==> config.mk <==
export PLATFORM = sky130hd
export DESIGN_NAME = signed_int_to_decimal_ascii_top
export DESIGN_NICKNAME = d
export VERILOG_FILES = /design/src/hw/rtl/sida_pkg.sv /design/src/hw/rtl/signed_int_to_decimal_ascii_top.sv /design/src/hw/rtl/sida_datapath.sv /design/src/hw/rtl/sida_ctrl.sv
export SDC_FILE = /design/constraint.sdc
export NUM_CORES = 1
export LEC_CHECK = 0
export ABC_AREA = 1
export BUFFER_PORTS_ARGS = -buffer_cell sky130_fd_sc_hd__buf_2
export CAP_MARGIN = 40
export CORE_ASPECT_RATIO = 1.75
export CORE_MARGIN = 2
export CORE_UTILIZATION = 55
export CTS_CLUSTER_SIZE = 10
export DETAILED_ROUTE_END_ITERATION = 12
export PLACE_DENSITY = 0.82
export SYNTH_ARGS = -nofsm -noshare
export SYNTH_HDL_FRONTEND = slang
export SYNTH_HIERARCHICAL = 1
export SYNTH_SLANG_ARGS = --single-unit
==> constraint.sdc <==
create_clock -name clk -period 7 [get_ports clk]
set_input_delay 0.7 -clock clk [delete_from_list [all_inputs] [get_ports clk]]
set_output_delay 0.7 -clock clk [all_outputs]
set_load 0.02 [all_outputs]
==> src/hw/rtl/sida_pkg.sv <==
// ----------------------------------------------------------------------------
// Signed integer to decimal ASCII package
// Shared character codes and the command and status groups that pass
// between the controller and the datapath.
// ----------------------------------------------------------------------------
`timescale 1ns / 1ps
`default_nettype none

package sida_pkg;

  localparam logic [7:0] CHAR_ZERO  = 8'd48;
  localparam logic [7:0] CHAR_MINUS = 8'd45;
  localparam int unsigned DIGIT_BITS = 4;

  typedef struct packed {
    logic load;
    logic convert;
    logic skip;
    logic emit_sign;
    logic emit_digit;
  } cmd_t;

  typedef struct packed {
    logic cnt_zero;
    logic top_zero;
    logic negative;
  } sts_t;

endpackage

`default_nettype wire

==> src/hw/rtl/signed_int_to_decimal_ascii_top.sv <==
// ----------------------------------------------------------------------------
// Signed integer to decimal ASCII converter, top level
// Converts one two's complement value into its decimal text, one character
// per strobe, most significant first, with the last character flagged.
//
//   Channel  Ports                                      Transfer
//   input    start, busy, in_value                      start && !busy
//   result   out_valid, out_text_char, out_last_char    out_valid
//
// A transaction keeps busy high through conversion, zero removal, the sign
// when the value is negative, and every digit (NDIG = 10 digits at 32 bits).
// The magnitude is converted to BCD one bit per cycle, then leading zero
// digits are dropped one per cycle, then one character leaves per cycle.
// Reset is synchronous and active low; it returns the block to idle.
// Results cannot be stalled; each is presented for exactly one cycle.
// ----------------------------------------------------------------------------
`timescale 1ns / 1ps
`default_nettype none

module signed_int_to_decimal_ascii_top #(
  parameter int VALUE_BITS = 32
) (
  input  logic                  clk,
  input  logic                  rst_n,
  input  logic                  start,
  output logic                  busy,
  input  logic [VALUE_BITS-1:0] in_value,
  output logic                  out_valid,
  output logic [7:0]            out_text_char,
  output logic                  out_last_char
);
  import sida_pkg::*;

  cmd_t cmd;
  sts_t sts;

  sida_ctrl u_ctrl (
    .clk   (clk),
    .rst_n (rst_n),
    .start (start),
    .busy  (busy),
    .sts   (sts),
    .cmd   (cmd)
  );

  sida_datapath #(
    .VALUE_BITS (VALUE_BITS)
  ) u_datapath (
    .clk           (clk),
    .rst_n         (rst_n),
    .in_value      (in_value),
    .cmd           (cmd),
    .sts           (sts),
    .out_valid     (out_valid),
    .out_text_char (out_text_char),
    .out_last_char (out_last_char)
  );

endmodule

`default_nettype wire

==> src/hw/rtl/sida_datapath.sv <==
// ----------------------------------------------------------------------------
// Signed integer to decimal ASCII datapath
// Forms the magnitude, converts it to BCD one bit per cycle by shift and
// add-three, drops leading zero digits and emits characters.
// ----------------------------------------------------------------------------
`timescale 1ns / 1ps
`default_nettype none

module sida_datapath #(
  parameter int VALUE_BITS = 32
) (
  input  logic                    clk,
  input  logic                    rst_n,
  input  logic [VALUE_BITS-1:0]   in_value,
  input  sida_pkg::cmd_t          cmd,
  output sida_pkg::sts_t          sts,
  output logic                    out_valid,
  output logic [7:0]              out_text_char,
  output logic                    out_last_char
);
  import sida_pkg::*;

  localparam int NDIG = ((VALUE_BITS * 1233) >> 12) + 1;
  localparam int BW   = NDIG * DIGIT_BITS;
  localparam int CW   = $clog2(VALUE_BITS + 1);

  logic [VALUE_BITS-1:0] bin_r, bin_nxt;
  logic [BW-1:0]         bcd_r, bcd_nxt, bcd_adj;
  logic [CW-1:0]         cnt_r, cnt_nxt;
  logic                  neg_r, neg_nxt;
  logic                  out_valid_r, out_valid_nxt;
  logic [7:0]            out_char_r, out_char_nxt;
  logic                  out_last_r, out_last_nxt;
  logic [DIGIT_BITS-1:0] top_digit;

  assign top_digit = bcd_r[BW-1 -: DIGIT_BITS];

  assign sts.cnt_zero = (cnt_r == '0);
  assign sts.top_zero = (top_digit == '0);
  assign sts.negative = neg_r;

  always_comb begin
    for (int i = 0; i < NDIG; i++) begin
      if (bcd_r[i*DIGIT_BITS +: DIGIT_BITS] >= 4'd5) begin
        bcd_adj[i*DIGIT_BITS +: DIGIT_BITS] = bcd_r[i*DIGIT_BITS +: DIGIT_BITS] + 4'd3;
      end else begin
        bcd_adj[i*DIGIT_BITS +: DIGIT_BITS] = bcd_r[i*DIGIT_BITS +: DIGIT_BITS];
      end
    end
  end

  always_comb begin
    bin_nxt       = bin_r;
    bcd_nxt       = bcd_r;
    cnt_nxt       = cnt_r;
    neg_nxt       = neg_r;
    out_valid_nxt = 1'b0;
    out_char_nxt  = out_char_r;
    out_last_nxt  = out_last_r;
    if (cmd.load) begin
      neg_nxt = in_value[VALUE_BITS-1];
      bin_nxt = in_value[VALUE_BITS-1] ? (~in_value + VALUE_BITS'(1)) : in_value;
      bcd_nxt = '0;
      cnt_nxt = CW'(VALUE_BITS - 1);
    end else if (cmd.convert) begin
      {bcd_nxt, bin_nxt} = {bcd_adj[BW-2:0], bin_r, 1'b0};
      cnt_nxt = sts.cnt_zero ? CW'(NDIG - 1) : cnt_r - CW'(1);
    end else if (cmd.skip) begin
      bcd_nxt = {bcd_r[BW-DIGIT_BITS-1:0], {DIGIT_BITS{1'b0}}};
      cnt_nxt = cnt_r - CW'(1);
    end else if (cmd.emit_sign) begin
      out_valid_nxt = 1'b1;
      out_char_nxt  = CHAR_MINUS;
      out_last_nxt  = 1'b0;
    end else if (cmd.emit_digit) begin
      out_valid_nxt = 1'b1;
      out_char_nxt  = CHAR_ZERO + {4'b0000, top_digit};
      out_last_nxt  = sts.cnt_zero;
      bcd_nxt       = {bcd_r[BW-DIGIT_BITS-1:0], {DIGIT_BITS{1'b0}}};
      cnt_nxt       = cnt_r - CW'(1);
    end
  end

  always_ff @(posedge clk) begin
    if (!rst_n) begin
      out_valid_r <= 1'b0;
    end else begin
      out_valid_r <= out_valid_nxt;
    end
  end

  always_ff @(posedge clk) begin
    bin_r      <= bin_nxt;
    bcd_r      <= bcd_nxt;
    cnt_r      <= cnt_nxt;
    neg_r      <= neg_nxt;
    out_char_r <= out_char_nxt;
    out_last_r <= out_last_nxt;
  end

  assign out_valid     = out_valid_r;
  assign out_text_char = out_char_r;
  assign out_last_char = out_last_r;

  a_char_legal: assert property (@(posedge clk) disable iff (!rst_n)
    out_valid_r |-> (out_char_r == CHAR_MINUS) ||
                    ((out_char_r >= CHAR_ZERO) && (out_char_r <= CHAR_ZERO + 8'd9)))
    else $error("Emitted character is neither a digit nor a minus sign.");

  a_sign_not_last: assert property (@(posedge clk) disable iff (!rst_n)
    (out_valid_r && (out_char_r == CHAR_MINUS)) |-> !out_last_r)
    else $error("Minus sign flagged as the last character.");

  a_gap_after_last: assert property (@(posedge clk) disable iff (!rst_n)
    (out_valid_r && out_last_r) |=> !out_valid_r)
    else $error("Character emitted right after the last character of a transaction.");

  a_sign_only_negative: assert property (@(posedge clk) disable iff (!rst_n)
    cmd.emit_sign |-> neg_r)
    else $error("Minus sign requested for a non-negative value.");

endmodule

`default_nettype wire

==> src/hw/rtl/sida_ctrl.sv <==
// ----------------------------------------------------------------------------
// Signed integer to decimal ASCII controller
// Sequences loading, conversion, leading zero removal and emission.
// ----------------------------------------------------------------------------
`timescale 1ns / 1ps
`default_nettype none

module sida_ctrl (
  input  logic           clk,
  input  logic           rst_n,
  input  logic           start,
  output logic           busy,
  input  sida_pkg::sts_t sts,
  output sida_pkg::cmd_t cmd
);
  import sida_pkg::*;

  typedef enum logic [4:0] {
    S_IDLE  = 5'b00001,
    S_CONV  = 5'b00010,
    S_SKIP  = 5'b00100,
    S_SIGN  = 5'b01000,
    S_DIGIT = 5'b10000
  } state_t;

  state_t state_r, state_nxt;

  always_comb begin
    state_nxt = state_r;
    cmd       = '0;
    unique case (state_r)
      S_IDLE: begin
        if (start) begin
          cmd.load  = 1'b1;
          state_nxt = S_CONV;
        end
      end
      S_CONV: begin
        cmd.convert = 1'b1;
        if (sts.cnt_zero) begin
          state_nxt = S_SKIP;
        end
      end
      S_SKIP: begin
        if (sts.top_zero && !sts.cnt_zero) begin
          cmd.skip = 1'b1;
        end else begin
          state_nxt = sts.negative ? S_SIGN : S_DIGIT;
        end
      end
      S_SIGN: begin
        cmd.emit_sign = 1'b1;
        state_nxt     = S_DIGIT;
      end
      S_DIGIT: begin
        cmd.emit_digit = 1'b1;
        if (sts.cnt_zero) begin
          state_nxt = S_IDLE;
        end
      end
      default: begin
        state_nxt = S_IDLE;
      end
    endcase
  end

  always_ff @(posedge clk) begin
    if (!rst_n) begin
      state_r <= S_IDLE;
    end else begin
      state_r <= state_nxt;
    end
  end

  assign busy = (state_r != S_IDLE);

  a_start_takes: assert property (@(posedge clk) disable iff (!rst_n)
    (start && !busy) |=> busy)
    else $error("Accepted transaction did not make the block busy.");

  a_one_cmd: assert property (@(posedge clk) disable iff (!rst_n)
    $onehot0({cmd.load, cmd.convert, cmd.skip, cmd.emit_sign, cmd.emit_digit}))
    else $error("More than one datapath command in a cycle.");

  a_load_idle: assert property (@(posedge clk) disable iff (!rst_n)
    cmd.load |-> !busy)
    else $error("Load issued while busy.");

endmodule

`default_nettype wire

# [Word level (Yosys, flattened, before mapping)]
# Cells that the tools add are included.
# W data, S select, Z words.
[classes] addsub=13 n_lt_le_gt_ge=10 eq_ne=11 n_mux=39 n_bitwise=5 n_reduce_logical=11
[ops] op="$mux W40" n=4
[ops] op="$mux W32" n=3
[ops] op="$ge A4 B3 Y1 const B" n=10
[ops] op="$add A4 B2 Y4 const B" n=9
[ops] op="$mux W4" n=9
[ops] op="$add A32 B1 Y32 const B" n=1
[ops] op="$not A32 Y32" n=1
[ops] op="$mux W6" n=5
[ops] op="$mux W5" n=5
[ops] op="$pmux W5 S5" n=1
[ops] op="$mux W1" n=10
[ops] op="$mux W8" n=1
[ops] op="$reduce_and A4 Y1" n=2
[ops] op="$add A6 B4 Y7 const A" n=1
[ops] op="$logic_not A6 Y1" n=1
[ops] op="$sub A6 B1 Y6 const B" n=1
[ops] op="$eq A5 B1 Y1 const B" n=1
[ops] op="$eq A5 B2 Y1 const B" n=1
[ops] op="$eq A5 B3 Y1 const B" n=1
[ops] op="$eq A5 B4 Y1 const B" n=1
[ops] op="$eq A5 B5 Y1 const B" n=1
[ops] op="$ne A5 B1 Y1 const B" n=1
[ops] op="$logic_not A4 Y1" n=1
[ops] op="$ne A2 B1 Y1 const B" n=2
[ops] op="other kinds (11)" n=16
[totals] reg_bits=94 inputBits=35 output_inout_bits=11

# [Longest topological paths before layout]
[depth] word_depth=7 ltp_mapped=16

# [Modules after synthesis]
# Netlist, hierarchy kept.
[by_module_without_submodules] mod="sida_datapath" instances=1 cells_each=726 area_per_inst_um2=5539.1
[by_module_without_submodules] mod="sida_ctrl" instances=1 cells_each=60 area_per_inst_um2=370.4

# [Least setup slack after synthesis]
# Ideal clock, no wire load.
[synth_path] path_kind="register -> register" startpoint="register u_ctrl.state_r[3]" endpoint="register u_datapath.bin_r[0], enable pin" arrival_ns=2.260 t_required_ns=6.611 slack_ns=4.350 stages_incl_launch_ff=8 n_path_buf=2 path_cell_list="dfxtp_1 nor2_2 nand3_1 nor2_1 clkbuf_1 clkinv_1 clkbuf_1 nand2_1"
[synth_rtl] element="start, declared" line="sida_ctrl.sv:26" text="state_t state_r, state_nxt;"
[synth_rtl] element="start signal, assigned" line="sida_ctrl.sv:71" text="state_r <= state_nxt;"
[synth_rtl] element="end signal, assigned" line="sida_datapath.sv:93" text="bin_r <= bin_nxt;"
[synth_rtl] element="end, declared" line="sida_datapath.sv:27" text="logic [VALUE_BITS-1:0] bin_r, bin_nxt;"

==> metrics.txt <==
status=completed; Rows=50; hold path startpoint=u_ctrl/state_r[2]; Placed Area=6121 um^2; Synth area leaders=edfxtp_1 (20%), dfxtp_1 (18%), nand2_1 (9.3%); maximum fanout along the worst path=44; R2R cell count=13; drt first pass iters=5; CTS Root Buffer Type=clkbuf_16; WS Path Type=register to register; post-cts sizing count=0; Syn Area/Cell=between 7 and 8 um^2; register area=2212 um^2; worst reg2reg startpoint=u_datapath/bcd_r[36]; Core Util, Final=about three fifths; Worst EP arrival=between 2 and 3 ns; share of layout cells above drive strength 1=between 10 and 15%; Initial Util=~56%; vias per inst=~5.6; CTS Buffer Depth=2; Place WS=roughly 4.4 ns; # IOs=46; Buf/Inv on CP=4; TritonCTS clock tree=yes; Post-synth top cells=nand2_1 (147), inv_1 (92), o21ai_0 (76); worst min path class=register to register; ANT cells=0; Critical Path RT=between 7 and 8 ns; slew margin rel.=between 30% and 40%; total track usage=22.11%; leakage power=2.820 nW; Area Overhead vs Synth=7.940%; Final Max Slew Viols=0; Main synth FF type=dfxtp_1; Setup crit end=u_datapath/bcd_r[35]; PD cells=approximately 370 nW/um^2; Final period util=38.23%; Post-Route WL=around 13 mm; post-synthesis cell count=between 700 and 800; vias in the first global route=around 4700; die area=11620 um^2; cell taking the most area after synthesis=edfxtp_1; CTS HTree Levels=3; worst-path cell chain=inv_1, ha_1, nand2_1, nor2_1, inv_1, nor2_1, nand3_2, inv_1, nor2_1, nand2_2, inv_4, a21oi_1, a221oi_2; Hold Buf Count CTS=0; Tmin final=2.676 ns; GRT overflow=0; Reg clk slew, reported paths=approximately 0.060 ns; family with the most delay on the worst path=buffers and inverters; # setup viols final=0; Fillers=just under 1000; Worst Setup SP=u_datapath/bcd_r[36]; port bufs=between 40 and 50; Ys Warns=6; WL per Instance=around 13 um; initial DRC count=361; critical path depth in cells=13; design area=6379 um^2; Max VDD drop=about 0.0002 V; Worst R2R End=u_datapath/bcd_r[35]; Slowest cell on crit path=inv_4; Clock Latency Late Sink=around 0.33 ns; unrepaired setup endpoints after global routing=no; skew final=approximately 0.0065 ns; DRC errors left=0; top-count cell post-synth=nand2_1; FMAX=roughly 370 MHz; final worst setup slack=4.324 ns; number of synthesized flops with an enable pin=39; critical path capture point type=register; #FFs+latches synth=91; RePlAce Congestion=0.9258; post-synth top area share=19.82%; Synth cell types=41; detailed placer's ending HPWL=~8.9 mm; first-pass GRT wire length=20.58 mm; fraction of registers with async set/reset=0%; # Max-Cap Violations=0; die span in y=approximately 140 um; slowest stage delay, CP=slightly below 0.6 ns; clock buffer count from CTS=9; worst reg2reg setup slack=4.32 ns; sequential area share after synthesis=between 30% and 40%; Core Area=~11000 um^2; Setup crit start kind=register; vias=5251; Least-Margin Pin Slew=between 0.9 and 1 ns; Post-CTS Setup Bufs=0; largest net degree at the start of global routing=between 70 and 80; DIE WIDTH=just over 80 um; multi-input logic area=between 3000 and 4000 um^2; Post-Syn Area=between 5000 and 6000 um^2; Routed Antenna Nets=0; clk sink count=slightly above 90; initial antenna violation count=0; final hold viol count=0; setup TNS=0 ns; Final #Nets=866
==> logic make-up (layout without fill, tap and decap cells) <==
kind of cell | after synthesis | in the layout | synth area share [%]
adders and majority gates | 23 | 23 | 4.870
and+or+nand+nor | 319 | 319 | 24.54
buffers and inverters | 137 | 163 | 9.930
other | 2 | 3 | 0.1271
DFF | 91 | 91 | 37.43
AOI/OAI and AO/OA | 184 | 184 | 18.65
xor gates and xnor gates | 30 | 30 | 4.446
==> stage by stage <==
step                      hold slack [ns]  power [mW]  instances
after detailed placement           0.5066       1.948        927
after global placement             0.4876       1.916        927
final                              0.5184       2.381        943
after global routing               0.5382       2.569        943
after CTS                          0.5176       2.385        943
after floorplan                    0.4668       1.731        787
==> worst min-delay path by stage <==
stage / to / slack [ns] / cells after the start
2_1_floorplan: u_datapath/cnt_r[1] / 0.47 / 2
3_3_place_gp: u_datapath/cnt_r[3] / 0.49 / 2
3_5_place_dp: u_datapath/bin_r[27] / 0.51 / 2
4_1_cts: u_ctrl/state_r[2] / 0.52 / 2
5_1_grt: u_datapath/bin_r[27] / 0.54 / 2
6_report: u_ctrl/state_r[2] / 0.52 / 2
==> metal layers <==
layer  global-route usage (%)  up-vias  wire [um]
met2                    39.94      116       6810
li1                         -     2662          -
met5                        0        -          0
met3                    2.625       23        316
met1                    25.52     2450       5074
met4                    8.772        0        308
==> worst reg2reg max path: cells and delay by family, from the launching register on <==
kind | cells | cell delay [ns]
buffers and inverters | 4 | 0.81
DFF | 1 | 0.40
and+or+nand+nor | 6 | 0.78
adders and majority gates | 1 | 0.22
AOI/OAI and AO/OA | 2 | 0.38
==> layout by cell type, fill, tap and decap left out, types with 2 or more instances in the layout <==
cell,synthesis,routed
a21oi_1,63,63
dfxtp_1,52,52
buf_2,9,42
o21ai_2,3,3
nand3_2,4,4
inv_1,92,92
a31oi_1,4,4
nor2_2,10,10
xor2_1,23,23
a221oi_2,8,8
o21ai_1,4,4
nand2_2,7,7
nand2_4,3,3
conb_1,2,3
inv_2,6,6
o21bai_1,2,2
inv_4,2,2
a21oi_2,7,7
edfxtp_1,39,39
nand3_1,66,66
xnor2_1,7,7
nor2_1,60,59
o21ai_0,76,76
nor3_1,2,2
clkbuf_1,14,4
clkinv_2,0,2
buf_4,9,4
clkbuf_16,0,9
nor2_4,2,3
nand4_1,14,14
nand2_1,147,147
nand3b_1,2,2
ha_1,23,23
o211ai_1,13,13
==> layout make-up <==
| type | count | share of cell area [%] |
|---|---|---|
| multi-input combinational | 559 | 48.94 |
| sequential | 91 | 34.68 |
| inverter | 101 | 6.022 |
| clock buffer | 13 | 3.766 |
| timing repair buffer | 46 | 3.766 |
| tap | 130 | 2.550 |
| clock inverter | 3 | 0.2746 |
==> registers in the layout (all words and copies together), names as in the netlist <==
register,count
u_ctrl/state_r,5
u_datapath/bcd_r,40
u_datapath/bin_r,32
u_datapath/cnt_r,6
u_datapath/neg_r,1
u_datapath/out_last_char,1
u_datapath/out_text_char,5
u_datapath/out_valid,1
==> report_power, final <==
group          internal (mW)  total [mW]  switching [mW]
clock network          0.240       0.429           0.189
logic                  0.335       0.974           0.638
registers              0.823       0.978           0.155
total                   1.40        2.38           0.983
(Power assumes the default switching activity.)
